--- src/rtl/bam_pkg.sv ---
// Shared types and constants of the border-aware 3x3 mean filter.
// Used by every module under rtl/; depends on nothing.
package bam_pkg;

    localparam int PX_W        = 8;
    localparam int POS_W       = 10;
    localparam int MEAN_W      = 16;
    localparam int SUM_W       = 12;
    localparam int NUM_W       = 20;
    localparam int RECIP_W     = 24;
    localparam int PROD_W      = 44;
    localparam int QUOT_LSB    = 24;
    localparam int TDATA_OUT_W = 40;
    localparam int CFG_W       = 11;
    localparam int CFG_IDX_W   = 1;
    localparam int FRAME_RESET = 1000;

    localparam logic [CFG_IDX_W-1:0] CFG_FRAME_WIDTH  = 1'b0;
    localparam logic [CFG_IDX_W-1:0] CFG_FRAME_HEIGHT = 1'b1;

    typedef enum logic [1:0] {
        DIV_4 = 2'd0,
        DIV_6 = 2'd1,
        DIV_9 = 2'd2
    } div_t;

    typedef struct packed {
        logic            drain;
        logic [PX_W-1:0] px;
        logic            bank;
        logic            has_res;
        logic            top_cut;
        logic            left_cut;
        logic            right_cut;
        logic [POS_W-1:0] row;
        logic [POS_W-1:0] col;
    } fetch_t;

    typedef struct packed {
        logic [PX_W-1:0] b0p0;
        logic [PX_W-1:0] b0p1;
        logic [PX_W-1:0] b1p0;
        logic [PX_W-1:0] b1p1;
    } line_rd_t;

    typedef struct packed {
        logic             two;
        logic [SUM_W-1:0] sum0;
        div_t             div0;
        logic [SUM_W-1:0] sum1;
        div_t             div1;
        logic [POS_W-1:0] row;
        logic [POS_W-1:0] col;
        logic             last0;
        logic             done;
    } sum_pair_t;

    typedef struct packed {
        logic [MEAN_W-1:0] mean;
        logic [POS_W-1:0]  row;
        logic [POS_W-1:0]  col;
        logic              last;
        logic              done;
    } result_t;

    typedef struct packed {
        logic    two;
        result_t r0;
        result_t r1;
    } result_pair_t;

    function automatic logic [2:0] div_round(input div_t d);
        logic [2:0] r;
        case (d)
            DIV_4:   r = 3'd2;
            DIV_6:   r = 3'd3;
            DIV_9:   r = 3'd4;
            default: r = 3'd2;
        endcase
        return r;
    endfunction

    // ceil(2^24 / n): exact quotient for any 20-bit numerator
    function automatic logic [RECIP_W-1:0] div_recip(input div_t d);
        logic [RECIP_W-1:0] m;
        case (d)
            DIV_4:   m = 24'h400000;
            DIV_6:   m = 24'h2AAAAB;
            DIV_9:   m = 24'h1C71C8;
            default: m = 24'h400000;
        endcase
        return m;
    endfunction

endpackage

--- src/rtl/bam_outq.sv ---
// Two-entry result buffer that serializes one or two results per item onto m_.
// Depends on bam_pkg.
module bam_outq import bam_pkg::*; (
    input  logic                   aclk,
    input  logic                   aresetn,
    input  logic                   c_valid,
    input  result_pair_t           c_item,
    output logic                   q_ready,
    output logic                   m_tvalid,
    input  logic                   m_tready,
    output logic [TDATA_OUT_W-1:0] m_tdata,
    output logic                   m_tlast,
    output logic [0:0]             m_tuser
);

    logic [1:0] cnt_reg, cnt_next;
    result_t    head_reg, head_next;
    result_t    tail_reg, tail_next;
    logic       pop, push;

    assign pop     = (cnt_reg != 2'd0) && m_tready;
    assign q_ready = (cnt_reg == 2'd0) || ((cnt_reg == 2'd1) && m_tready);
    assign push    = c_valid && q_ready;

    always_comb begin
        cnt_next  = cnt_reg;
        head_next = head_reg;
        tail_next = tail_reg;
        if (push) begin
            head_next = c_item.r0;
            tail_next = c_item.r1;
            cnt_next  = c_item.two ? 2'd2 : 2'd1;
        end else if (pop) begin
            head_next = tail_reg;
            cnt_next  = cnt_reg - 2'd1;
        end
    end

    always_ff @(posedge aclk) begin
        if (!aresetn) begin
            cnt_reg <= 2'd0;
        end else begin
            cnt_reg <= cnt_next;
        end
    end

    always_ff @(posedge aclk) begin
        head_reg <= head_next;
        tail_reg <= tail_next;
    end

    assign m_tvalid = (cnt_reg != 2'd0);
    assign m_tdata  = {4'b0000, head_reg.col, head_reg.row, head_reg.mean};
    assign m_tlast  = head_reg.last;
    assign m_tuser  = head_reg.done;

endmodule

--- config.mk ---
export PLATFORM = sky130hd
export DESIGN_NAME = bam_outq
export DESIGN_NICKNAME = d
export VERILOG_FILES = /design/src/rtl/bam_pkg.sv /design/src/rtl/bam_outq.sv
export SDC_FILE = /design/constraint.sdc
export NUM_CORES = 1
export LEC_CHECK = 0
export ABC_AREA = 1
export BUFFER_PORTS_ARGS = -buffer_cell sky130_fd_sc_hd__buf_2
export CORE_MARGIN = 2
export CORE_UTILIZATION = 50
export CTS_CLUSTER_DIAMETER = 80
export DETAILED_ROUTE_END_ITERATION = 8
export GPL_ROUTABILITY_DRIVEN = 0
export PLACE_DENSITY = 0.83
export SYNTH_ARGS = -nofsm -noshare
export SYNTH_HDL_FRONTEND = slang
export SYNTH_SLANG_ARGS = --single-unit
--- constraint.sdc ---
create_clock -name aclk -period 4.2 [get_ports aclk]
set_clock_uncertainty 0.1 [all_clocks]
set_input_delay 1.26 -clock aclk [delete_from_list [all_inputs] [get_ports aclk]]
set_output_delay 1.26 -clock aclk [all_outputs]
set_load 0.02 [all_outputs]
; After elaboration in Yosys (flattened, before gate mapping)
; Index checks and enable logic that the tools add are counted.
[classes]
n_addsub = 1
mux = 5
eq_ne = 1
reduce_logical = 7
[op_table]
columns = op, n
row1 = $mux W38, 2
row2 = $mux W2, 3
row3 = $reduce_bool A2 Y1, 2
row4 = $logic_and A1 B1 Y1, 3
row5 = $eq A2 B1 Y1 const B, 1
row6 = $logic_not A2 Y1, 1
row7 = $sub A2 B1 Y2 const B, 1
row8 = $logic_or A1 B1 Y1, 1
[word_totals]
regBits = 78
inputBits = 81
out_inout_bits = 44
elab_cells = 25

; Logic depth before layout (Yosys ltp)
; Gate-level depths: netlist of the first run.
[depth]
word_depth = 5
mapped_depth = 10
mapped_depth_nobuf = 9

; Worst setup path before layout of the first run
; No wires, ideal clock.
[synth_timing]
path_kind = input-to-output
start = input port m_tready
end = output port q_ready
path_stages = 2
t_arrival_ns = 1.439
path_buffers = 0
required_time_ns = 2.840
path_slack_ns = 1.401
path_cell_list = nand2_1 -> nand2_4
[synth_via]
elab_chain_len = 2
[synth_rtl]
columns = element, line
row1 = from (decl), bam_outq.sv:10  ; input logic m_tready,
row2 = $logic_and A1 B1 Y1, bam_outq.sv:22  ; assign q_ready = (cnt_reg == 2'd0) || ((cnt_reg == 2'd1) && m_tready);
row3 = $logic_or A1 B1 Y1, bam_outq.sv:22
row4 = to (decl), bam_outq.sv:8  ; output logic q_ready,
; No other way between the ends.

; Final worst setup path of the first run
; Same ends and word-level chain as after synthesis.

==> impl_summary.txt, run 1 <==
----------------------------------------------------
[Run status]
  Status ... completed

[Die]
  FP Rows ... 28
  Chip Width ... ~82 µm
  Chip Height ... just over 80 µm
  Overall die area ... ~0.0067 mm²
  Starting density of the core ... a little over 50%
  Boundary pin count ... about 130
  Area inside the core boundary ... between 0.005 and 0.006 mm²

[Place]
  Placed cell count ... ~420
  Area of placed instances ... 0.003645 mm²
  Number of port buffers ... 120
  Post-detailed-placement half-perimeter wirelength ... ~3.6 mm
  Post-Place Setup Slack ... 1.013 ns

[Logic synthesis]
  Synth Area per Inst ... roughly 13 µm²
  Count of different cell masters after synthesis ... 17
  Number of synthesized flops with an enable pin ... 76
  Post-synth top area share ... between 70% and 80%
  Sequential area share after synthesis ... roughly 77%
  Yosys warnings ... 0
  Number of synthesized register bits ... 78
  Top cells by instance count after synthesis ... sky130_fd_sc_hd__nand2_1 (111), sky130_fd_sc_hd__edfxtp_1 (76), sky130_fd_sc_hd__nand2_2 (10), sky130_fd_sc_hd__buf_4 (5), sky130_fd_sc_hd__inv_1 (5)
  Main flop type after synthesis ... sky130_fd_sc_hd__edfxtp_1
  Dominant cells by area after synthesis ... sky130_fd_sc_hd__edfxtp_1 (76%), sky130_fd_sc_hd__nand2_1 (14%), sky130_fd_sc_hd__nand2_2 (2.1%), sky130_fd_sc_hd__dfxtp_1 (1.3%), sky130_fd_sc_hd__buf_4 (1.2%)
  FFs w/ async S/R, synth ... 0%
  Post-synth top area cell ... sky130_fd_sc_hd__edfxtp_1
  Syn Inst Count ... around 230
  Total standard cell area after synthesis ... 0.003017 mm²
  Count leader, synth ... sky130_fd_sc_hd__nand2_1

[Run]
  Reported max-cap violation count ... 0

[Detailed routing]
  WL per Instance ... 12.02 µm
  Number of iterations in the first detailed-routing pass ... 5
  Final routed wirelength across all metal layers ... around 5.2 mm
  Final routed DRC violation total ... 0
  Number of DRC markers after the initial detailed-route iteration ... between 100 and 150
  Antenna viol nets, final ... 0
  Via count normalized by instance count ... about 4.5
  Total via count in the routed design ... approximately 1,900

[Layout]
  Cell area after layout ... 0.003825 mm²
  Final-layout fill cell count ... roughly 450
  Max FFs per register ... 38
  Antenna Diode Count ... 0
  Fraction of layout instances using a drive strength above 1 ... around two fifths
  Layout-stage area growth over the synthesis result ... 26.79%
  Count of nets after finishing ... about 440
  Final std cells w/o fill ... about 430
  Final design utilization ... between 60% and 70%

[Critical path]
  End of the worst register-to-register path ... tail_reg[19]
  Type of destination of the critical path ... primary output
  CP max stage delay ... 0.16 ns
  Chain of cells forming the critical path ... buf_2, nand2_1, nand2_4, buf_2
  CP dominant cell by count ... sky130_fd_sc_hd__buf_2
  Critical setup path kind ... primary input to primary output
  R2R cell count ... 7
  Worst path arrival time ... ~1.7 ns
  Element type at the critical path start ... primary input
  Required time at the endpoint of the critical path ... between 2 and 3 ns
  Startpoint of the worst-slack reg-to-reg timing path ... cnt_reg[0]
  Reg-to-reg setup timing slack ... approximately 1.8 ns
  Cell at the slowest stage of the critical path ... sky130_fd_sc_hd__buf_2
  Crit path max fanout ... 5

[CTS]
  Count of hold-fix buffers inserted at cts ... 0
  Post-CTS clock slew at the launch and capture registers of the worst setup and hold paths ... around 0.070 ns
  Count of instances resized after the clock tree is built ... 0
  H-tree levels ... 3
  Buffers inserted by post-CTS timing repair ... 0
  Clock tree from TritonCTS ... built
  Total clock sinks ... between 70 and 80
  Number of clock buffers inserted by TritonCTS ... 9
  Skew-Pair Late Insertion Delay ... between 0.3 and 0.4 ns
  Clock Root Buffer ... sky130_fd_sc_hd__clkbuf_8
  Max Buffers Root-to-Sink ... 2

[Power]
  Power density over the cells ... 715.4 mW/mm²
  Switching share of total power ... a little over a third
  Part of the total power dissipated in combinational logic ... between 30% and 40%
  Internal Dissipation ... 1.775 mW
  Overall power ... roughly 2.7 mW
  Sequential cell fraction of total power ... between 40 and 50%
  P_leak ... 1.770 nW
  VDD IR max ... 0.3704 mV
  Clk pwr share ... 18.8%
  Power dissipated by switching net loads ... between 0.9 and 1 mW

[Global route]
  GRT overflow ... 0
  Initial antenna violation count ... 0
  All-Layer GR Usage ... 15.96%
  Number of global-route vias before repair ... approximately 1,800
  Maximum number of pins on one net before global-route repair ... 43
  Global-route wire length before repair ... ~7.7 mm

[Min path]
  Hold_sp ... tail_reg[15]
  End point of the most critical hold path ... m_tdata[19]
  Min-Delay Path Class ... flop to flop
  Number of cells on the worst hold path ... 2

[Timing]
  Maximum clock frequency ... 326.6 MHz
  Aggregate negative setup slack ... 0 ns
  Final clock period utilization by the worst path ... between 70% and 80%
  Endpoints failing hold ... 0
  Tmin final ... about 3 ns
  Count of final setup violators ... 0
  Least-Margin Pin Slew ... ~0.94 ns
  RSZ-0062 raised after global routing ... no
  Count of final max-slew check failures ... 0
  Relative max-transition margin ... between 30% and 40%
  Worst hold margin ... 0.4165 ns
  Worst Slack Setup Final ... 1.139 ns

----------------------------------------------------
[routing by layer]
| layer | wire length [µm] | GRT usage [%] |
|---|---|---|
| met3 | 395 | 3.956 |
| met5 | 0 | 0 |
| met4 | 99 | 8.500 |
| met2 | 2674 | 28.44 |
| met1 | 2046 | 17.55 |
[power groups by stage]
| stage | logic (mW) | clock network [mW] | registers, mW |
|---|---|---|---|
| 5_1_grt | 1.02 | 0.558 | 1.33 |
| 2_1_floorplan | 0.426 | 0 | 1.56 |
| 4_1_cts | 0.931 | 0.527 | 1.31 |
| 3_3_place_gp | 0.907 | 0 | 1.31 |
| 6_report | 0.916 | 0.514 | 1.31 |
| 3_5_place_dp | 0.929 | 0 | 1.33 |
[layout by cell type (no fill, tap or decap), types with 3 or more instances in the layout]
cell type,n
sky130_fd_sc_hd__buf_2,120
sky130_fd_sc_hd__inv_1,5
sky130_fd_sc_hd__clkinv_2,3
sky130_fd_sc_hd__nand3_1,3
sky130_fd_sc_hd__conb_1,4
sky130_fd_sc_hd__nand2_1,110
sky130_fd_sc_hd__edfxtp_1,76
sky130_fd_sc_hd__nand2_2,11
sky130_fd_sc_hd__clkbuf_8,9
[layout make-up]
type / count / area [µm²] / area share [%]
clock buffer: 10 / 127.6 / 3.337
clock inverter: 6 / 52.55 / 1.374
inverter: 7 / 26.28 / 0.6869
multi-input combinational: 137 / 581.8 / 15.21
sequential: 78 / 2322 / 60.71
tap: 75 / 93.84 / 2.453
timing repair buffer: 121 / 620.6 / 16.23
[kinds of logic (layout without fill, tap and decap cells)]
family	Yosys count	count (layout)	synth area share, %
other cells	1	4	0.1243
fa+ha+maj	2	2	0.8294
compound gates	3	3	0.4976
simple gates	128	128	17.38
flops	78	78	76.98
buf+inv	19	144	4.189
[worst max-delay path, delay by kind of cell]
family / cells / cell delay, ns
and+or+nand+nor: 2 / 0.17
buffers and inverters: 2 / 0.27
[how the worst max path moves through the flow]
stage / slack [ns] / startpoint / to / depth (start not counted)
global placement: 1.08 / m_tready / tail_reg[19] / 6
global route: 1.12 / m_tready / q_ready / 4
detailed placement: 1.01 / m_tready / tail_reg[12] / 6
CTS: 1.15 / m_tready / q_ready / 4
finish: 1.14 / m_tready / q_ready / 4
floorplan: 1.40 / m_tready / q_ready / 2
(Power assumes the default switching activity.)
==> run 2, diff against run 1 <==
--- a/config.mk
+++ b/config.mk
@@ -8,11 +8,11 @@
 export ABC_AREA = 1
 export BUFFER_PORTS_ARGS = -buffer_cell sky130_fd_sc_hd__buf_2
 export CORE_MARGIN = 2
-export CORE_UTILIZATION = 50
+export CORE_UTILIZATION = 47
 export CTS_CLUSTER_DIAMETER = 80
 export DETAILED_ROUTE_END_ITERATION = 8
 export GPL_ROUTABILITY_DRIVEN = 0
-export PLACE_DENSITY = 0.83
+export PLACE_DENSITY = 0.78
 export SYNTH_ARGS = -nofsm -noshare
 export SYNTH_HDL_FRONTEND = slang
 export SYNTH_SLANG_ARGS = --single-unit
==> constraint.sdc (replaced) <==
create_clock -name aclk -period 3 [get_ports aclk]
set_clock_uncertainty 0.1 [all_clocks]
set_input_delay 0.9 -clock aclk [delete_from_list [all_inputs] [get_ports aclk]]
set_output_delay 0.9 -clock aclk [all_outputs]
set_load 0.02 [all_outputs]
==> run 2 against run 1 <==
Flip-flop and latch count did not move. Routed wire length increased by 5.6%. Sequential power grew 39%. Final cell count grew 0.92%. Highest routed layer unchanged.
==> impl_summary.txt, run 2 (synthesized netlist as in run 1, its figures left out) <==
----------------------------------------------------
[CTS]
  Number of clock buffers inserted by TritonCTS ... 9 (unchanged)
  Count of hold-fix buffers inserted at cts ... 0 (unchanged)
  Post-CTS clock slew at the launch and capture registers of the worst setup and hold paths ... 0.08 ns (about the same)
  Max Buffers Root-to-Sink ... 2 (unchanged)
  Count of instances resized after the clock tree is built ... 0 (unchanged)
  Clock tree from TritonCTS ... built
  H-tree levels ... 3 (unchanged)
  Skew-Pair Late Insertion Delay ... 0.33 ns (about the same)
  Buffers inserted by post-CTS timing repair ... 0 (unchanged)
  Clock Root Buffer ... sky130_fd_sc_hd__clkbuf_8
  Total clock sinks ... 78 (unchanged)

[Place]
  Placed cell count ... 423 (+1.2%)
  Post-Place Setup Slack ... 0.6690 ns (-0.3436 ns)
  Number of port buffers ... 120 (unchanged)
  Post-detailed-placement half-perimeter wirelength ... 3.864 mm (+8.0%)

[Timing]
  RSZ-0062 raised after global routing ... no
  Worst Slack Setup Final ... 0.6619 ns (-0.4767 ns)
  Worst hold margin ... 0.4070 ns (-0.009430 ns)
  Count of final max-slew check failures ... 0 (unchanged)
  Aggregate negative setup slack ... 0 ns (unchanged)
  Endpoints failing hold ... 0 (unchanged)
  Count of final setup violators ... 0 (unchanged)
  Least-Margin Pin Slew ... 0.5098 ns (-0.4285 ns)
  Final clock period utilization by the worst path ... between 70% and 80%
  Tmin final ... about 2.3 ns
  Maximum clock frequency ... roughly 430 MHz
  Relative max-transition margin ... 65.90% (+29 points)

[Detailed routing]
  Antenna viol nets, final ... 0 (unchanged)
  WL per Instance ... 12.57 µm (+4.6%)
  Number of DRC markers after the initial detailed-route iteration ... 83 (-34%)
  Final routed DRC violation total ... 0 (unchanged)
  Final routed wirelength across all metal layers ... 5.506 mm (+5.6%)
  Number of iterations in the first detailed-routing pass ... 4 (-1)
  Total via count in the routed design ... 1,987 (+2.8%)
  Via count normalized by instance count ... 4.537 (+1.9%)

[Layout]
  Highest-count cells in the layout ignoring fill and taps ... sky130_fd_sc_hd__buf_2 (120), sky130_fd_sc_hd__nand2_1 (110), sky130_fd_sc_hd__edfxtp_1 (76)
  Fraction of layout instances using a drive strength above 1 ... 42.11% (+0.60 points)
  Final-layout fill cell count ... 512 (+13%)
  Final std cells w/o fill ... 438 (+0.92%)
  Count of nets after finishing ... 440 (+0.69%)
  Layout-stage area growth over the synthesis result ... 29.16%
  Antenna Diode Count ... 0 (unchanged)
  Most common cell after layout, fill and taps aside ... sky130_fd_sc_hd__buf_2
  Max FFs per register ... 38 (unchanged)

[Min path]
  Min-Delay Path Class ... flop to flop

[Power]
  Power dissipated by switching net loads ... 1.378 mW (+43%)
  Switching share of total power ... 34.00% (-1.1 points)
  VDD IR max ... 0.5356 mV (+45%)
  Part of the total power dissipated in combinational logic ... 33.1% (-0.4 points)
  Sequential cell fraction of total power ... 44.9% (-2.9 points)
  Internal Dissipation ... 2.674 mW (+51%)
  Power density over the cells ... 1040 mW/mm² (+45%)
  P_leak ... 1.804 nW (+1.9%)
  Clk pwr share ... 22.0% (+3.2 points)
  Overall power ... 4.052 mW (+48%)

[Critical path]
  Type of destination of the critical path ... primary output
  Worst path arrival time ... 1.34 ns (-0.36 ns)
  Crit path max fanout ... 5 (unchanged)
  Required time at the endpoint of the critical path ... 2.00 ns (-0.84 ns)
  Critical setup path kind ... primary input to primary output
  Element type at the critical path start ... primary input

[Global route]
  Maximum number of pins on one net before global-route repair ... 42 (-2.3%)
  Global-route wire length before repair ... 8.776 mm (+14%)
  GRT overflow ... 0 (unchanged)
  Number of global-route vias before repair ... 2,001 (+11%)
  Initial antenna violation count ... 0 (unchanged)
  All-Layer GR Usage ... 15.97% (about the same)

[Die]
  FP Rows ... 29 (+3.6%)
  Boundary pin count ... 125 (unchanged)
  Starting density of the core ... 48.06% (-3.2 points)
  Chip Width ... 84.12 µm (+3.0%)
  Overall die area ... 0.007075 mm² (+6.1%)
  Chip Height ... 84.12 µm (+3.0%)
  Area inside the core boundary ... 0.006277 mm² (+6.7%)

[Run]
  Reported max-cap violation count ... 0 (unchanged)

[Run status]
  Status ... completed

----------------------------------------------------
==> run 2: power groups by stage <==
stage | combinational (mW) | clock (mW) | sequential [mW]
detailed placement | 1.36 | 0 | 1.85
global route | 1.48 | 0.948 | 1.86
floorplan | 0.596 | 0 | 2.18
global placement | 1.32 | 0 | 1.83
finish | 1.34 | 0.890 | 1.82
CTS | 1.36 | 0.905 | 1.83
==> run 2: final timing paths <==
check / cells past startpoint / slack (ns) / to / from
max reg2reg: 6 / 1.14 / m_tdata[24] / cnt_reg[0]
max: 4 / 0.66 / q_ready / m_tready
min reg2reg: 2 / 0.41 / m_tdata[1] / tail_reg[23]
min: 2 / 0.41 / m_tdata[1] / tail_reg[23]
==> run 2: area by class of cell <==
cell class	count	area, µm²	share of cell area, %
clock buffers	10	127.6	3.276
clock inverters	5	98.84	2.537
inverters	7	26.28	0.6744
multi-input cells	137	581.8	14.93
flip-flops and latches	78	2322	59.60
well taps	77	96.34	2.473
repair buffers	124	643.1	16.51
==> run 2: through the flow <==
step / instance area [µm²] / utilization (%)
6_report: 3896 / 62.07
5_1_grt: 3896 / 62.07
4_1_cts: 3896 / 62.07
3_5_place_dp: 3670 / 58.46
3_3_place_gp: 3670 / 58.46
2_1_floorplan: 3028 / -
==> run 2: worst max-delay path, cell delays in order <==
cell,delay [ns]
sky130_fd_sc_hd__buf_2,0.10
sky130_fd_sc_hd__nand2_1,0.09
sky130_fd_sc_hd__nand2_4,0.08
sky130_fd_sc_hd__buf_2,0.16
==> run 2: metal layers <==
layer | vias up | wire [µm] | global-route usage (%)
li1 | 1009 | - | -
met1 | 886 | 2160 | 19.50
met2 | 82 | 2873 | 27.49
met3 | 10 | 381 | 3.165
met4 | 0 | 91 | 7.185
met5 | - | 0 | 0
==> run 3, diff against run 2 <==
--- a/config.mk
+++ b/config.mk
@@ -8,11 +8,11 @@
 export ABC_AREA = 1
 export BUFFER_PORTS_ARGS = -buffer_cell sky130_fd_sc_hd__buf_2
 export CORE_MARGIN = 2
-export CORE_UTILIZATION = 47
+export CORE_UTILIZATION = 43
 export CTS_CLUSTER_DIAMETER = 80
 export DETAILED_ROUTE_END_ITERATION = 8
 export GPL_ROUTABILITY_DRIVEN = 0
-export PLACE_DENSITY = 0.78
+export PLACE_DENSITY = 0.76
 export SYNTH_ARGS = -nofsm -noshare
 export SYNTH_HDL_FRONTEND = slang
 export SYNTH_SLANG_ARGS = --single-unit
==> constraint.sdc (replaced) <==
create_clock -name aclk -period 1.94 [get_ports aclk]
set_clock_uncertainty 0.1 [all_clocks]
set_input_delay 0.582 -clock aclk [delete_from_list [all_inputs] [get_ports aclk]]
set_output_delay 0.582 -clock aclk [all_outputs]
set_load 0.02 [all_outputs]
==> run 3 against run 2 <==
Critical path type is now flop to primary output. Non-clock buffer count up 2. Die area up 8.9%. Sequential share of layout area down 0.66 points. Final cell count up 5.0%. Largest power group unchanged. Via count down 1.2%.
==> impl_summary.txt, run 3 (synthesized netlist as in run 1, its figures left out) <==
----------------------------------------------------
[Global route]
  Maximum number of pins on one net before global-route repair ... 47 (+12%)
  Met3 demand-to-capacity share in global routing ... 4.901% (+1.7 points)
  GRT met1 Usage ... 17.46% (-2.0 points)
  Initial antenna violation count ... 0 (unchanged)
  Global-route wire length before repair ... 8.238 mm (-6.1%)
  All-Layer GR Usage ... 14.38% (-1.6 points)
  GR Layer Usage met2 ... 23.55% (-3.9 points)
  Layer with the highest usage after global routing ... met2
  GRT overflow ... 0 (unchanged)
  Number of global-route vias before repair ... 1,845 (-7.8%)

[Critical path]
  Type of destination of the critical path ... primary output
  Required time at the endpoint of the critical path ... 1.26 ns (-0.74 ns)
  Crit path max fanout ... 5 (unchanged)
  Worst path arrival time ... 1.21 ns (-0.13 ns)
  Element type at the critical path start ... flop
  Critical setup path kind ... flop to primary output

[CTS]
  Skew-Pair Late Insertion Delay ... 0.32 ns (about the same)
  Count of hold-fix buffers inserted at cts ... 0 (unchanged)
  Number of clock buffers inserted by TritonCTS ... 9 (unchanged)
  Clock tree from TritonCTS ... built
  Post-CTS clock slew at the launch and capture registers of the worst setup and hold paths ... 0.08 ns (about the same)
  Clock Root Buffer ... sky130_fd_sc_hd__clkbuf_8
  H-tree levels ... 3 (unchanged)
  Buffers inserted by post-CTS timing repair ... 0 (unchanged)
  Max Buffers Root-to-Sink ... 2 (unchanged)
  Total clock sinks ... 78 (unchanged)

[Min path]
  Min-Delay Path Class ... primary input to flop

[Power]
  P_leak ... 1.802 nW (-0.14%)
  VDD IR max ... 0.8192 mV (+53%)
  Power density over the cells ... 1551 mW/mm² (+49%)

[Layout]
  Antenna Diode Count ... 0 (unchanged)
  Final std cells w/o fill ... 460 (+5.0%)
  Count of nets after finishing ... 442 (+0.45%)
  Fraction of layout instances using a drive strength above 1 ... 43.41% (+1.3 points)
  Max FFs per register ... 38 (unchanged)
  Highest-count cells in the layout ignoring fill and taps ... sky130_fd_sc_hd__buf_2 (119), sky130_fd_sc_hd__nand2_1 (109), sky130_fd_sc_hd__edfxtp_1 (76)
  Most common cell after layout, fill and taps aside ... sky130_fd_sc_hd__buf_2
  Layout-stage area growth over the synthesis result ... 30.73%

[Timing]
  Maximum clock frequency ... ~530 MHz
  Aggregate negative setup slack ... 0 ns (unchanged)
  Count of final setup violators ... 0 (unchanged)
  Count of final max-slew check failures ... 0 (unchanged)
  Final clock period utilization by the worst path ... between 90 and 100%
  Endpoints failing hold ... 0 (unchanged)
  RSZ-0062 raised after global routing ... no
  Worst hold margin ... 0.3253 ns (-0.08169 ns)
  Tmin final ... between 1.5 and 2 ns

[Run]
  Reported max-cap violation count ... 0 (unchanged)

[Die]
  FP Rows ... 30 (+3.4%)
  Starting density of the core ... 44.40% (-3.7 points)
  Area inside the core boundary ... 0.006794 mm² (+8.2%)
  Chip Width ... 87.76 µm (+4.3%)
  Chip Height ... 87.76 µm (+4.3%)
  Boundary pin count ... 125 (unchanged)
  Overall die area ... 0.007702 mm² (+8.9%)

[Place]
  Placed cell count ... 444 (+5.0%)
  Post-detailed-placement half-perimeter wirelength ... 3.842 mm (-0.58%)
  Number of port buffers ... 120 (unchanged)

[Detailed routing]
  Number of iterations in the first detailed-routing pass ... 4 (unchanged)
  WL per Instance ... 11.60 µm (-7.7%)
  Number of DRC markers after the initial detailed-route iteration ... 52 (-37%)
  Via count normalized by instance count ... 4.267 (-5.9%)
  Final routed wirelength across all metal layers ... 5.336 mm (-3.1%)
  Total via count in the routed design ... 1,963 (-1.2%)
  Final routed DRC violation total ... 0 (unchanged)
  Antenna viol nets, final ... 0 (unchanged)

[Run status]
  Status ... completed

----------------------------------------------------
-- run 3: changes by cell type in the layout (fill, tap and decap cells not counted), moves of 2 or more --
cell	previous run	this run
sky130_fd_sc_hd__bufinv_16	3	1
sky130_fd_sc_hd__dfxtp_1	2	0
sky130_fd_sc_hd__ha_1	2	0
sky130_fd_sc_hd__buf_12	1	4
sky130_fd_sc_hd__ha_2	0	2
sky130_fd_sc_hd__dfxtp_2	0	2
-- run 3: path summary, 6_finish.rpt --
check	startpoint	end	slack, ns	cells past startpoint
worst max-delay path	cnt_reg[0]	q_ready	0.05	5
worst min-delay path	c_item[4]	tail_reg[4]	0.33	1
worst max register to register	cnt_reg[1]	tail_reg[5]	0.35	7
worst min register to register	tail_reg[12]	m_tdata[16]	0.42	2
-- run 3: repair_timing --
item	4_1_cts	5_1_grt
endpoints found under the setup margin	1	1
gates resized for setup	3	4
hold endpoints to repair	0	0
pin swaps	0	1
-- run 3: final cells by class --
cell class / instances / area, µm²
clock buffers: 11 / 131.4
well taps: 96 / 120.1
inverters: 7 / 26.28
multi-input cells: 137 / 589.3
fillers: 590 / 2850
flip-flops and latches: 78 / 2325
repair buffers: 126 / 701.9
clock inverters: 5 / 50.05
-- run 3: layer usage --
layer	share of wire, %	vias to the layer above
met5	0	-
met1	41	858
met4	1.3	0
li1	-	1013
met2	50	86
met3	7.8	6
-- run 3: where the power goes --
| group | internal [mW] | leakage (nW) | total (mW) | switching (mW) |
|---|---|---|---|---|
| registers | 2.68 | 0.750 | 2.81 | 0.135 |
| logic | 0.726 | 0.963 | 2.19 | 1.46 |
| clock network | 0.585 | 0.0884 | 1.11 | 0.528 |
| total | 3.99 | 1.80 | 6.12 | 2.13 |
-- run 3: per-stage QoR --
stage               area [µm²]  worst slack [ns]  power (mW)  util [%]
finish                    3944           0.05168       6.117     58.05
global route              3944        0.00009215       6.517     58.05
CTS                       3934          0.002941       6.199     57.90
detailed placement        3746            0.2326       5.062     55.14
global placement          3746            0.2524       4.990     55.14
floorplan                 3033            0.1442       4.294         -
-- run 3: worst max-delay path, cell delays in order (launching register included) --
cell and delay (ns):
sky130_fd_sc_hd__dfxtp_2 0.35, sky130_fd_sc_hd__inv_1 0.06, sky130_fd_sc_hd__ha_2 0.18, sky130_fd_sc_hd__inv_2 0.08, sky130_fd_sc_hd__nand2_4 0.07, sky130_fd_sc_hd__buf_6 0.13
