[config.mk]
export PLATFORM = sky130hd
export DESIGN_NAME = bam_window
export DESIGN_NICKNAME = d
export VERILOG_FILES = /design/src/rtl/bam_pkg.sv /design/src/rtl/bam_window.sv
export SDC_FILE = /design/constraint.sdc
export NUM_CORES = 1
export LEC_CHECK = 0
export BUFFER_PORTS_ARGS = -buffer_cell sky130_fd_sc_hd__buf_4
export CAP_MARGIN = 20
export CORE_MARGIN = 3
export CORE_UTILIZATION = 60
export DETAILED_ROUTE_END_ITERATION = 6
export PLACE_DENSITY = 0.82
export SLEW_MARGIN = 20
export SYNTH_ARGS = -nofsm -noshare
export SYNTH_HDL_FRONTEND = slang
export SYNTH_SLANG_ARGS = --single-unit
[constraint.sdc]
create_clock -name aclk -period 14.86 [get_ports aclk]
set_input_delay 0.743 -clock aclk [delete_from_list [all_inputs] [get_ports aclk]]
set_output_delay 0.743 -clock aclk [all_outputs]
set_load 0.02 [all_outputs]
[src/rtl/bam_pkg.sv]
// Shared types and constants of the border-aware 3x3 mean filter.
// Used by every module under rtl/; depends on nothing.
package bam_pkg;

    localparam int PX_W        = 8;
    localparam int POS_W       = 10;
    localparam int MEAN_W      = 16;
    localparam int SUM_W       = 12;
    localparam int NUM_W       = 20;
    localparam int RECIP_W     = 24;
    localparam int PROD_W      = 44;
    localparam int QUOT_LSB    = 24;
    localparam int TDATA_OUT_W = 40;
    localparam int CFG_W       = 11;
    localparam int CFG_IDX_W   = 1;
    localparam int FRAME_RESET = 1000;

    localparam logic [CFG_IDX_W-1:0] CFG_FRAME_WIDTH  = 1'b0;
    localparam logic [CFG_IDX_W-1:0] CFG_FRAME_HEIGHT = 1'b1;

    typedef enum logic [1:0] {
        DIV_4 = 2'd0,
        DIV_6 = 2'd1,
        DIV_9 = 2'd2
    } div_t;

    typedef struct packed {
        logic            drain;
        logic [PX_W-1:0] px;
        logic            bank;
        logic            has_res;
        logic            top_cut;
        logic            left_cut;
        logic            right_cut;
        logic [POS_W-1:0] row;
        logic [POS_W-1:0] col;
    } fetch_t;

    typedef struct packed {
        logic [PX_W-1:0] b0p0;
        logic [PX_W-1:0] b0p1;
        logic [PX_W-1:0] b1p0;
        logic [PX_W-1:0] b1p1;
    } line_rd_t;

    typedef struct packed {
        logic             two;
        logic [SUM_W-1:0] sum0;
        div_t             div0;
        logic [SUM_W-1:0] sum1;
        div_t             div1;
        logic [POS_W-1:0] row;
        logic [POS_W-1:0] col;
        logic             last0;
        logic             done;
    } sum_pair_t;

    typedef struct packed {
        logic [MEAN_W-1:0] mean;
        logic [POS_W-1:0]  row;
        logic [POS_W-1:0]  col;
        logic              last;
        logic              done;
    } result_t;

    typedef struct packed {
        logic    two;
        result_t r0;
        result_t r1;
    } result_pair_t;

    function automatic logic [2:0] div_round(input div_t d);
        logic [2:0] r;
        case (d)
            DIV_4:   r = 3'd2;
            DIV_6:   r = 3'd3;
            DIV_9:   r = 3'd4;
            default: r = 3'd2;
        endcase
        return r;
    endfunction

    // ceil(2^24 / n): exact quotient for any 20-bit numerator
    function automatic logic [RECIP_W-1:0] div_recip(input div_t d);
        logic [RECIP_W-1:0] m;
        case (d)
            DIV_4:   m = 24'h400000;
            DIV_6:   m = 24'h2AAAAB;
            DIV_9:   m = 24'h1C71C8;
            default: m = 24'h400000;
        endcase
        return m;
    endfunction

endpackage

[src/rtl/bam_window.sv]
// 3x3 window shift, border-masked column sums and the sum register stage.
// Depends on bam_pkg.
module bam_window import bam_pkg::*; (
    input  logic      aclk,
    input  logic      aresetn,
    input  logic      a_valid,
    input  fetch_t    a_item,
    input  line_rd_t  a_rd,
    output logic      b_ready,
    input  logic      c_ready,
    output logic      b_valid,
    output sum_pair_t b_item
);

    logic [PX_W-1:0] win_reg  [3][3];
    logic [PX_W-1:0] win_next [3][3];
    logic [PX_W:0]   prev_reg;
    logic            b_valid_reg, b_valid_next;
    sum_pair_t       b_item_reg, b_item_next;

    logic            a_fire;
    logic [PX_W-1:0] top_px, mid_px;
    logic [PX_W+1:0] cs [3];
    logic [SUM_W-1:0] sum_a, sum_b, dsum;
    logic [PX_W:0]   d0, d1;

    assign b_ready = !b_valid_reg || c_ready;
    assign a_fire  = a_valid && b_ready;
    assign top_px  = a_item.bank ? a_rd.b1p0 : a_rd.b0p0;
    assign mid_px  = a_item.bank ? a_rd.b0p0 : a_rd.b1p0;
    assign d0      = (PX_W+1)'(a_rd.b0p0) + (PX_W+1)'(a_rd.b1p0);
    assign d1      = (PX_W+1)'(a_rd.b0p1) + (PX_W+1)'(a_rd.b1p1);

    always_comb begin
        win_next = win_reg;
        if (a_fire && !a_item.drain) begin
            for (int r = 0; r < 3; r++) begin
                win_next[r][0] = win_reg[r][1];
                win_next[r][1] = win_reg[r][2];
            end
            win_next[0][2] = top_px;
            win_next[1][2] = mid_px;
            win_next[2][2] = a_item.px;
        end
    end

    always_comb begin
        for (int k = 0; k < 3; k++) begin
            cs[k] = (a_item.top_cut ? '0 : (PX_W+2)'(win_next[0][k]))
                  + (PX_W+2)'(win_next[1][k]) + (PX_W+2)'(win_next[2][k]);
        end
        sum_a = (a_item.left_cut ? '0 : SUM_W'(cs[0])) + SUM_W'(cs[1]) + SUM_W'(cs[2]);
        sum_b = SUM_W'(cs[1]) + SUM_W'(cs[2]);
        dsum  = (a_item.left_cut ? '0 : SUM_W'(prev_reg)) + SUM_W'(d0)
              + (a_item.right_cut ? '0 : SUM_W'(d1));
    end

    always_comb begin
        b_item_next.row = a_item.row;
        b_item_next.col = a_item.col;
        if (a_item.drain) begin
            b_item_next.two   = 1'b0;
            b_item_next.sum0  = dsum;
            b_item_next.div0  = (a_item.left_cut || a_item.right_cut) ? DIV_4 : DIV_6;
            b_item_next.sum1  = dsum;
            b_item_next.div1  = DIV_4;
            b_item_next.last0 = 1'b1;
            b_item_next.done  = a_item.right_cut;
        end else begin
            b_item_next.two  = a_item.right_cut;
            b_item_next.sum0 = sum_a;
            if (a_item.top_cut && a_item.left_cut) begin
                b_item_next.div0 = DIV_4;
            end else if (a_item.top_cut || a_item.left_cut) begin
                b_item_next.div0 = DIV_6;
            end else begin
                b_item_next.div0 = DIV_9;
            end
            b_item_next.sum1  = sum_b;
            b_item_next.div1  = a_item.top_cut ? DIV_4 : DIV_6;
            b_item_next.last0 = !a_item.right_cut;
            b_item_next.done  = 1'b0;
        end
        if (b_ready) begin
            b_valid_next = a_fire && a_item.has_res;
        end else begin
            b_valid_next = b_valid_reg;
        end
    end

    always_ff @(posedge aclk) begin
        if (!aresetn) begin
            b_valid_reg <= 1'b0;
            for (int r = 0; r < 3; r++) begin
                for (int k = 0; k < 3; k++) begin
                    win_reg[r][k] <= '0;
                end
            end
        end else begin
            b_valid_reg <= b_valid_next;
            win_reg     <= win_next;
        end
    end

    always_ff @(posedge aclk) begin
        if (a_fire) begin
            b_item_reg <= b_item_next;
        end
        if (a_fire && a_item.drain) begin
            prev_reg <= d0;
        end
    end

    assign b_valid = b_valid_reg;
    assign b_item  = b_item_reg;

endmodule

Yosys cells after proc, flatten, opt, wreduce, memory -nomap -nowiden
Cells that the tools add are included.
{ "totals": {"word_cells": 58, "reg_bits": 133, "out_inout_bits": 53} }
{ "op_classes": {"n_addsub": 13, "reduce_logical": 11, "mux": 14} }
{ "op_table": {"columns": ["operator", "count"], "rows": [
  ["two-way mux 72 bit", 1],
  ["adder 8 x 8 -> 9 bit", 5],
  ["two-way mux 8 bit", 5],
  ["adder 9 x 8 -> 10 bit", 3],
  ["two-way mux 28 bit", 1],
  ["adder 10 x 10 -> 11 bit", 2],
  ["two-way mux 9 bit", 2],
  ["adder 11 x 10 -> 12 bit", 1],
  ["adder 10 x 9 -> 11 bit", 1],
  ["adder 9 x 9 -> 10 bit", 1],
  ["two-way mux 10 bit", 1],
  ["logical AND 1 bit", 5],
  ["two-way mux 2 bit", 2],
  ["zero test 1 bit", 3],
  ["logical OR 1 bit", 3],
  ["two-way mux 1 bit", 2]
]} }

Longest topological paths before layout
Gate-level depths: netlist (run 1).
{ "logic_depth": {"ltp_word": 12, "ltp_mapped": 27, "depth_no_buf": 24} }

Least setup slack after synthesis (run 1)
OpenSTA, ideal clock, no wires.
{ "synth_timing": {"path_type": "input -> register", "from": "in c_ready", "to": "reg b_item_reg, in the netlist b_item[48] (data pin)", "t_required_ns": 14.589, "setup_slack_ns": 8.724, "path_stages": 23, "t_arrival_ns": 5.866, "setup_ns": 0.271, "path_cell_list": "nand2b_4 -> and2_4 -> nor2b_4 -> buf_6 -> buf_6 -> mux2_4 -> fa_1 -> ha_1 -> inv_1 -> fa_1 -> nor2b_1 -> o21ai_0 -> a21boi_0 -> o21a_1 -> nor2_1 -> xnor2_1 -> fa_1 -> ha_1 -> a21o_1 -> a21o_1 -> a221oi_1 -> xor2_1 -> o211ai_1"} }
{ "synth_rtl": {"columns": ["item", "line", "text"], "rows": [
  ["from (decl)", "bam_window.sv:10", "input logic c_ready,"],
  ["to (signal assigned)", "bam_window.sv:107", "b_item_reg <= b_item_next;"],
  ["to (decl)", "bam_window.sv:19", "sum_pair_t b_item_reg, b_item_next;"]
]} }

==> results of run 1 <==
==> metrics by stage <==
step,power [mW],worst slack [ns]
final,1.25,7.60
after global routing,1.33,7.09
after CTS,1.26,7.67
after detailed placement,0.838,7.25
after global placement,0.828,7.38
after floorplan,0.718,8.72
==> routing by layer <==
layer	GRT usage, %	up-vias	share of wire (%)
li1	-	3118	-
met1	31.7	2991	44
met2	40.2	155	48
met3	5.10	30	5.5
met4	8.26	0	2.3
met5	0	-	0
==> worst register-to-register path, cell delays in order (launching register included) <==
cell and delay (ns):
dfxtp_1 0.33, nand2b_4 0.08, and2_4 0.55, nor2b_4 0.29
buf_4 0.49, buf_4 0.67, mux2_4 0.40, fa_1 0.55
ha_1 0.16, inv_1 0.05, fa_1 0.37, nor2b_1 0.19
o21ai_0 0.13, a21boi_0 0.25, o21ai_0 0.15, nand3_1 0.10
nor3b_1 0.25, fa_1 0.49, ha_1 0.38, a21o_1 0.21
a21o_1 0.18, a221oi_1 0.33, xor2_1 0.19, o211ai_1 0.09
==> layout by cell type, fill, tap and decap left out, types with 2 or more instances in the layout <==
| master | synthesis | final |
|---|---|---|
| a21o_1 | 12 | 12 |
| conb_1 | 1 | 2 |
| nand2_1 | 41 | 41 |
| o21a_1 | 10 | 10 |
| nor3b_1 | 3 | 3 |
| nand2b_1 | 11 | 11 |
| dfxtp_1 | 73 | 73 |
| bufinv_16 | 0 | 3 |
| o21ai_0 | 46 | 46 |
| and2_1 | 11 | 11 |
| buf_4 | 5 | 122 |
| inv_1 | 88 | 88 |
| o21bai_1 | 3 | 3 |
| o31ai_1 | 3 | 3 |
| xnor2_1 | 24 | 24 |
| clkinvlp_4 | 0 | 4 |
| mux2i_1 | 68 | 68 |
| nor3_1 | 6 | 6 |
| a211oi_1 | 8 | 8 |
| mux2_4 | 7 | 7 |
| a21oi_2 | 3 | 3 |
| clkinv_4 | 0 | 2 |
| nor2b_1 | 76 | 76 |
| and3_1 | 2 | 2 |
| o21ai_1 | 5 | 5 |
| fa_1 | 51 | 51 |
| nor2_1 | 41 | 41 |
| xor2_1 | 19 | 19 |
| edfxtp_1 | 58 | 58 |
| a21oi_1 | 31 | 31 |
| or2_1 | 6 | 6 |
| a21boi_0 | 4 | 4 |
| or2_2 | 17 | 17 |
| o211ai_1 | 5 | 5 |
| clkinv_1 | 1 | 4 |
| o41ai_1 | 3 | 3 |
| clkbuf_16 | 0 | 17 |
| nand3_1 | 6 | 6 |
| ha_1 | 66 | 66 |
==> cell type report <==
class / count / area [um^2]
sequential: 131 / 3200
clock inverter: 14 / 163
tap: 180 / 225
clock buffer: 18 / 429
inverter: 89 / 334
fill: 1049 / 3740
timing repair buffer: 122 / 916
multi-input combinational: 607 / 5140
==> logic make-up after synthesis <==
group / count (synthesis) / synth area share [%]
simple gates: 226 / 13.7
compound gates: 143 / 10.1
flops: 131 / 36.2
buf+inv: 119 / 5.82
fa+ha+maj: 117 / 20.9
mux: 76 / 9.00
xor+xnor: 43 / 4.25
other cells: 1 / 0.0423
==> power breakdown <==
part           internal, mW  total, mW  switching, mW
Sequential            0.417      0.427         0.0102
Clock                 0.262      0.415          0.154
Combinational         0.173      0.411          0.238
Total                 0.851       1.25          0.402
==> worst max-delay path by stage <==
stage,endpoint,startpoint,slack [ns]
floorplan,b_item[48],c_ready,8.72
global placement,b_item[48],c_ready,7.38
detailed placement,b_item[48],c_ready,7.25
CTS,b_item[48],c_ready,7.67
global route,b_item[48],c_ready,7.09
finish,b_item[48],c_ready,7.60
==> cell usage after synthesis (2+ instances only) <==
library cell / count / area (um^2)
inv_1: 88 / 330
nor2b_1: 76 / 475
dfxtp_1: 73 / 1460
mux2i_1: 68 / 681
ha_1: 66 / 826
edfxtp_1: 58 / 1740
fa_1: 51 / 1020
o21ai_0: 46 / 230
nand2_1: 41 / 154
nor2_1: 41 / 154
a21oi_1: 31 / 155
xnor2_1: 24 / 210
xor2_1: 19 / 166
or2_2: 17 / 106
clkbuf_1: 14 / 52.6
a21o_1: 12 / 90.1
and2_1: 11 / 68.8
nand2b_1: 11 / 68.8
o21a_1: 10 / 75.1
a211oi_1: 8 / 60.1
mux2_4: 7 / 105
buf_6: 6 / 67.6
nand3_1: 6 / 30.0
nor3_1: 6 / 30.0
or2_1: 6 / 37.5
buf_4: 5 / 37.5
o211ai_1: 5 / 37.5
o21ai_1: 5 / 25.0
a21boi_0: 4 / 30.0
buf_2: 4 / 20.0
a21oi_2: 3 / 26.3
nor3b_1: 3 / 22.5
o21bai_1: 3 / 22.5
o31ai_1: 3 / 22.5
o41ai_1: 3 / 26.3
and3_1: 2 / 12.5
==> impl_metrics.yaml, run 1 <==
sta:
  tns_ns: 0
  setup_viol: 0
  tightest_slew_ns: 0.671
  drv_slew: 0
  rsz0062_at_grt: "no"
  skew_ns: 0.00412
  whs_ns: 0.495
  relSlewSlack_pct: 55.3
  fmax_mhz: 138
  hold_viol_final: 0
  finalCriticalPeriod_ns: 7.26
  min_period_over_period_pct: 48.8
floorplan:
  core_um2: 14100
  die_y_um: 127
  start_util_pct: 62.6
  die_x_um: 127
  dieArea_um2: 16300
  rows: 43
  ios: 123
detailed_routing:
  drt_iter0_drc: 396
  viasPerCell: 5.42
  vias: 6294
  wl_um: 18800
  avgRoutedWirePerCell_um: 16.2
  drcViolationCount: 0
  ant_nets: 0
  first_pass_iters: 5
cells_and_area:
  area_growth_pct: 17.6
  largest_register_ffs: 72
  final_cells: 1161
  drive_gt1_share_pct: 18.8
  nets: 1155
  final_util_pct: 73.6
  antennaDiodeCount: 0
  fin_area_um2: 10400
worst_setup_path:
  crit_arrival_ns: 7.41
  crit_chain: "buf_4, nand2b_4, and2_4, nor2b_4, buf_4, buf_4, mux2_4, fa_1, ha_1, inv_1, fa_1, nor2b_1, o21ai_0, a21boi_0, o21ai_0, nand3_1, nor3b_1, fa_1, ha_1, a21o_1, a21o_1, a221oi_1, xor2_1, o211ai_1"
  path_buf_inv: 4
  reg2regPathDepth: 23
  crit_fanout: 51
  max_stage_delay_ns: 0.65
  worst_ep_required_time_ns: 15.02
  crit_family: "adder cells"
  rr_endpoint: "b_item[48]"
  cp-start-kind: "input port"
  path_depth: 24
  end_kind: "flip-flop"
  r2r_slack_ns: 7.70
  r2r-start: "b_valid"
  criticalPathCategory: "input port to flip-flop"
  crit_slowest_cell: "buf_4"
clock_network:
  holdBufCountCts: 0
  cts_buffers: 17
  cts.clk_slew.worst_paths_ns: 0.06
  postCtsResizedCells: 0
  post_cts_buffers: 0
  htree_num_levels: 4
  insertion_delay_ns: 0.42
  cts.sinks: 131
  cts_tree: "yes"
  clk_path_buf_depth: 2
  cts-root-buf: "clkbuf_16"
yosys:
  syn_inst: 856
  synth-main-ff-cell: "dfxtp_1"
  synth_cell_type_count: 56
  ys.warnings.count: 0
  syn_area_um2: 8860
  ys_seq_elements: 131
  avgSynthCellArea_um2: 10.3
  ys_seq_area_share_pct: 36.2
  synth_edf_count: 58
  async_reset_ff_share_pct: 0
place:
  dp.cells: 1129
  dp_hpwl_um: 14500
  port_buffers: 120
  globalplace.congestion: 0.945
  place_area_um2: 9820
run:
  maxCapViolations: 0
grt:
  grt_overflow: 0
  grt_usage_pct: 24.2
  antenna_found_initial: 0
  grt_pass1_vias: 6425
  grt_max_degree: 74
  grt_pass1_wl_um: 31100
hold_path:
  hold_start: "a_item[6]"
  hold_path_class: "input port to flip-flop"
  hold_depth: 1
  whs_endpoint: "b_item[8]"
power_and_ir_drop:
  vdd_drop_max_v: 0.000114
  p_per_area_nw_per_um2: 120
  p_leak_nw: 4.66
run_status:
  status: "finished, final reports clean"
(Power assumes the default switching activity.)
==> run 2, diff against run 1 <==
--- a/config.mk
+++ b/config.mk
@@ -8,9 +8,9 @@
 export BUFFER_PORTS_ARGS = -buffer_cell sky130_fd_sc_hd__buf_4
 export CAP_MARGIN = 20
 export CORE_MARGIN = 3
-export CORE_UTILIZATION = 60
+export CORE_UTILIZATION = 53
 export DETAILED_ROUTE_END_ITERATION = 6
-export PLACE_DENSITY = 0.82
+export PLACE_DENSITY = 0.76
 export SLEW_MARGIN = 20
 export SYNTH_ARGS = -nofsm -noshare
 export SYNTH_HDL_FRONTEND = slang
==> constraint.sdc (replaced) <==
create_clock -name aclk -period 6.4 [get_ports aclk]
set_input_delay 0.32 -clock aclk [delete_from_list [all_inputs] [get_ports aclk]]
set_output_delay 0.32 -clock aclk [all_outputs]
set_load 0.02 [all_outputs]
==> run 2 against run 1 <==
Sequential power is 130% higher. Critical path type is now flip-flop to flip-flop. Global-route usage is 3.2 points lower. Core utilization is 7.8 points lower. Critical endpoint unchanged.
==> impl_metrics.yaml, run 2 (same netlist as run 1, synthesis figures left out) <==
place:
  dp_hpwl_um: 14700
  dp.cells: 1170
  globalplace.congestion: 0.919
  port_buffers: 120
clock_network:
  postCtsResizedCells: 0
  clk_path_buf_depth: 2
  post_cts_buffers: 0
  htree_num_levels: 4
  cts_tree: "yes"
  cts.clk_slew.worst_paths_ns: 0.06
  holdBufCountCts: 0
  cts_buffers: 17
  cts.sinks: 131
  cts-root-buf: "clkbuf_16"
  insertion_delay_ns: 0.42
cells_and_area:
  largest_register_ffs: 72
  final_cells: 1203
  layout_commonest_cell: "buf_4"
  final_cell_mix: "buf_4, inv_1, nor2b_1"
  antennaDiodeCount: 0
  drive_gt1_share_pct: 19.7
  area_growth_pct: 19.7
  fill_cells: 1324
  nets: 1161
floorplan:
  rows: 46
  start_util_pct: 55.0
  die_y_um: 135
  ios: 123
  dieArea_um2: 18300
  die_x_um: 135
  core_um2: 16100
hold_path:
  hold_path_class: "input port to flip-flop"
  hold_depth: 1
worst_setup_path:
  worst_ep_required_time_ns: 6.55
  path_depth: 22
  cp-start-kind: "flip-flop"
  crit_arrival_ns: 6.00
  crit_slowest_cell: "fa_1"
  crit_chain: "nand2b_4, and2_4, nor2b_4, buf_12, mux2i_1, or2_2, fa_1, inv_1, ha_1, nor2b_1, o21ai_0, a21boi_0, o21ai_0, a21oi_1, nor3b_1, fa_1, ha_1, a21o_1, a21o_1, a221oi_1, xor2_1, o211ai_1"
  max_stage_delay_ns: 0.49
  path_buf_inv: 2
  criticalPathCategory: "flip-flop to flip-flop"
  end_kind: "flip-flop"
  crit_family: "adder cells"
  reg2regPathDepth: 22
  crit_fanout: 22
detailed_routing:
  vias: 6259
  viasPerCell: 5.20
  dr_wl_met3_um: 1240
  wl_um: 18700
  top_layer: "met4"
  ant_nets: 0
  avgRoutedWirePerCell_um: 15.5
  wl_met1_um: 8610
  drcViolationCount: 0
  first_pass_iters: 5
  drt_iter0_drc: 267
  dr_wl_met2_um: 8300
sta:
  setup_viol: 0
  rsz0062_at_grt: "no"
  tns_ns: 0
  fmax_mhz: 171
  tightest_slew_ns: 0.584
  relSlewSlack_pct: 61.1
  drv_slew: 0
  skew_ns: 0.00859
  finalCriticalPeriod_ns: 5.85
  hold_viol_final: 0
  min_period_over_period_pct: 91.5
power_and_ir_drop:
  vdd_drop_max_v: 0.000226
  p_leak_nw: 4.76
  p_per_area_nw_per_um2: 284
run:
  maxCapViolations: 0
grt:
  grt_usage_pct: 21.1
  grt_pass1_vias: 6302
  antenna_found_initial: 0
  grt_pass1_wl_um: 30300
  grt_overflow: 0
  grt_max_degree: 74
run_status:
  status: "finished, final reports clean"
-- run 2: cell types whose count changed in the layout (fill, tap and decap cells not counted), sizes merged --
cell / previous run / this run
clkbuf: 18 / 26
buf: 122 / 127
clkinv: 7 / 3
clkinvlp: 4 / 0
nor2b: 77 / 78
-- run 2: where the power goes --
part	internal [mW]	leakage, nW	total [mW]	switching, mW
Sequential	0.967	1.16	0.989	0.0217
Combinational	0.402	3.26	0.945	0.543
Clock	0.732	0.339	1.08	0.346
-- run 2: metrics by stage --
stage	cell area (um^2)	worst slack [ns]	utilization, %	hold WS (ns)	total power [mW]
after floorplan	8860	0.634	-	0.419	1.67
after global placement	9910	0.424	61.5	0.486	1.93
after detailed placement	9910	0.287	61.5	0.494	1.94
after CTS	10600	0.351	65.7	0.0591	3.03
after global routing	10600	0.0378	65.8	0.0566	3.19
final	10600	0.545	65.8	0.0777	3.01
-- run 2: worst paths after layout --
kind / startpoint / to / slack, ns
worst max-delay path: b_valid / b_item[48] / 0.55
worst min-delay path: a_item[8] / b_item[10] / 0.08
worst max register to register: b_valid / b_item[48] / 0.55
worst min register to register: win_reg[70] / win_reg[70] / 0.51
-- run 2: routing by layer --
layer | global-route usage (%) | up-vias
met5 | 0 | -
met4 | 9.07 | 0
met3 | 5.72 | 31
met2 | 33.2 | 146
met1 | 27.4 | 2955
li1 | - | 3127
-- run 2: cell type report --
cell class	count	area [um^2]	area share, %
clock buffer	26	571	5.38
timing repair buffer	127	966	9.11
sequential	131	3200	30.2
clock inverter	6	106	1.00
tap	216	270	2.55
multi-input combinational	608	5150	48.6
inverter	89	334	3.15
-- run 2: worst reg2reg max path, cell delays in order (launching register included) --
cell and delay, ns:
dfxtp_1 0.33, nand2b_4 0.08, and2_4 0.16, nor2b_4 0.44, buf_12 0.26, mux2i_1 0.12
or2_2 0.29, fa_1 0.49, inv_1 0.05, ha_1 0.32, nor2b_1 0.16, o21ai_0 0.21
a21boi_0 0.14, o21ai_0 0.28, a21oi_1 0.15, nor3b_1 0.27, fa_1 0.46, ha_1 0.37
a21o_1 0.22, a21o_1 0.19, a221oi_1 0.33, xor2_1 0.18, o211ai_1 0.09
==> run 3, diff against run 2 <==
--- a/config.mk
+++ b/config.mk
@@ -9,8 +9,10 @@
 export CAP_MARGIN = 20
 export CORE_MARGIN = 3
 export CORE_UTILIZATION = 53
+export CTS_CLUSTER_SIZE = 14
 export DETAILED_ROUTE_END_ITERATION = 6
 export PLACE_DENSITY = 0.76
+export SKIP_LAST_GASP = 1
 export SLEW_MARGIN = 20
 export SYNTH_ARGS = -nofsm -noshare
 export SYNTH_HDL_FRONTEND = slang
==> constraint.sdc (replaced) <==
create_clock -name aclk -period 4.8 [get_ports aclk]
set_input_delay 0.24 -clock aclk [delete_from_list [all_inputs] [get_ports aclk]]
set_output_delay 0.24 -clock aclk [all_outputs]
set_load 0.02 [all_outputs]
==> run 3 against run 2 <==
The run now ends with setup timing left. Die area unchanged. Register-to-register slack worse by 0.90 ns. Maximum frequency is 14% higher. Core utilization increased by 7.8 points. Design area is 12% higher. First-iteration DRC count increased by 70%. Total power up 40%. Hold slack gained 0.017 ns. Count of clock-buffer cells in the layout is 9 lower. Highest routed layer unchanged.
==> impl_metrics.yaml, run 3 (same netlist as run 1, synthesis figures left out) <==
clock_network:
  cts_tree: "yes"
  clk_path_buf_depth: 2
  cts_buffers: 17
  htree_num_levels: 4
  insertion_delay_ns: 0.42
  cts.clk_slew.worst_paths_ns: 0.06
  cts.sinks: 131
  cts-root-buf: "clkbuf_16"
detailed_routing:
  ant_nets: 0
  first_pass_iters: 4
  drt_iter0_drc: 454
  viasPerCell: 5.09
  vias: 6821
  drcViolationCount: 0
  avgRoutedWirePerCell_um: 15.9
  wl_um: 21200
cells_and_area:
  largest_register_ffs: 72
  antennaDiodeCount: 0
  drive_gt1_share_pct: 30.9
  layout_commonest_cell: "buf_4"
  area_growth_pct: 33.8
  final_cell_mix: "buf_4, inv_1, nor2b_1"
  nets: 1297
  final_util_pct: 73.5
power_and_ir_drop:
  seqPwrFrac_pct: 31.4
  power_mw: 4.21
  p_per_area_nw_per_um2: 355
  swShare_pct: 31.7
  p_leak_nw: 5.41
  comb_power_share_pct: 35.8
  p_sw_mw: 1.34
  vdd_drop_max_v: 0.000283
  pwr-share-clk_pct: 32.8
  internal-power_mw: 2.87
run_status:
  violations: "setup timing"
  status: "complete, but fails checks"
sta:
  fmax_mhz: 194
  drv_slew: 0
  hold_viol_final: 0
  whs_ns: 0.0942
  finalCriticalPeriod_ns: 5.15
  setup_ws_ns: -0.354
  min_period_over_period_pct: 107
  relSlewSlack_pct: 59.7
  tightest_slew_ns: 0.604
  skew_ns: 0.00912
  rsz0062_at_grt: "yes"
  setup_viol: 6
grt:
  antenna_found_initial: 0
  grt_pass1_wl_um: 34400
  grt_pass1_vias: 6916
  grt_max_degree: 74
  grt_overflow: 0
  grt_usage_pct: 23.8
worst_setup_path:
  cp-start-kind: "flip-flop"
  crit_fanout: 18
  crit_arrival_ns: 5.31
  end_kind: "flip-flop"
  worst_ep_required_time_ns: 4.95
  criticalPathCategory: "flip-flop to flip-flop"
floorplan:
  die_x_um: 135
  die_y_um: 135
  rows: 46
  ios: 123
  dieArea_um2: 18300
  core_um2: 16100
  start_util_pct: 55.0
place:
  post-place-ws_ns: -0.434
  dp_hpwl_um: 16100
  port_buffers: 120
  globalplace.congestion: 0.934
run:
  maxCapViolations: 0
hold_path:
  hold_path_class: "input port to flip-flop"
==> run 3: changes by cell type in the layout (fill, tap and decap cells not counted), sizes merged <==
| cell | previous run | this run |
|---|---|---|
| buf | 127 | 244 |
| clkbuf | 26 | 17 |
| dlygate4sd3 | 0 | 20 |
| clkinvlp | 0 | 2 |
| bufinv | 3 | 4 |
| inv | 89 | 90 |
| nor2b | 78 | 77 |
| clkinv | 3 | 8 |
==> run 3: path summary, 6_finish.rpt <==
path | slack [ns] | to | startpoint | cells past startpoint
max | -0.35 | b_item[48] | b_valid | 22
min | 0.09 | b_valid | a_item[23] | 3
max reg2reg | -0.35 | b_item[48] | b_valid | 22
min reg2reg | 0.55 | win_reg[23] | win_reg[23] | 2
==> run 3: cell type report <==
| cell class | count | area (um^2) |
|---|---|---|
| sequential | 131 | 3210 |
| multi-input combinational | 607 | 5340 |
| clock buffer | 17 | 425 |
| fill | 1150 | 4260 |
| tap | 216 | 270 |
| timing repair buffer | 264 | 2070 |
| inverter | 89 | 334 |
| clock inverter | 15 | 208 |
==> run 3: what timing repair did <==
action | in CTS | in global routing
buffers inserted | 2 | 1
resized for setup | 7 | 21
endpoints found under the setup margin | 9 | 12
hold endpoints to repair | 20 | 0
hold buffers | 20 | 0
pin swaps | 1 | 0
==> run 3: metal layers <==
layer / up-vias / part of all wire, % / track usage, %
met5: - / 0 / 0
met2: 159 / 48 / 40.2
met4: 0 / 2.1 / 7.45
met1: 3228 / 45 / 31.1
met3: 24 / 4.5 / 4.75
li1: 3410 / - / -
==> run 3: metrics by stage <==
stage	instance area (um^2)	cells	setup TNS [ns]
finish	11900	1339	-1.27
global route	11900	1339	-3.35
CTS	11800	1338	-1.15
detailed placement	10900	1284	-1.76
global placement	10900	1284	-0.959
floorplan	8950	857	-2.40
==> run 3: critical path, cell delays in order, from the launching register on <==
cell and delay (ns):
dfxtp_4 0.35, nand2b_4 0.06, and2_4 0.13, nor2b_4 0.18, buf_12 0.19, buf_6 0.18, mux2i_4 0.29, fa_1 0.45
buf_4 0.16, fa_2 0.38, nor2b_1 0.13, o21ai_1 0.12, a21boi_2 0.16, o21a_1 0.18, nor2_1 0.08, xnor2_2 0.15
fa_1 0.59, ha_4 0.22, a21o_1 0.18, a21o_1 0.18, a221oi_2 0.26, xor2_1 0.16, o211ai_1 0.09
==> run 3: power by group through the flow <==
stage | combinational [mW] | sequential (mW) | clock, mW
final | 1.51 | 1.32 | 1.38
after global routing | 1.67 | 1.33 | 1.45
after CTS | 1.48 | 1.32 | 1.40
after detailed placement | 1.44 | 1.34 | 0
after global placement | 1.42 | 1.34 | 0
after floorplan | 0.831 | 1.42 | 0
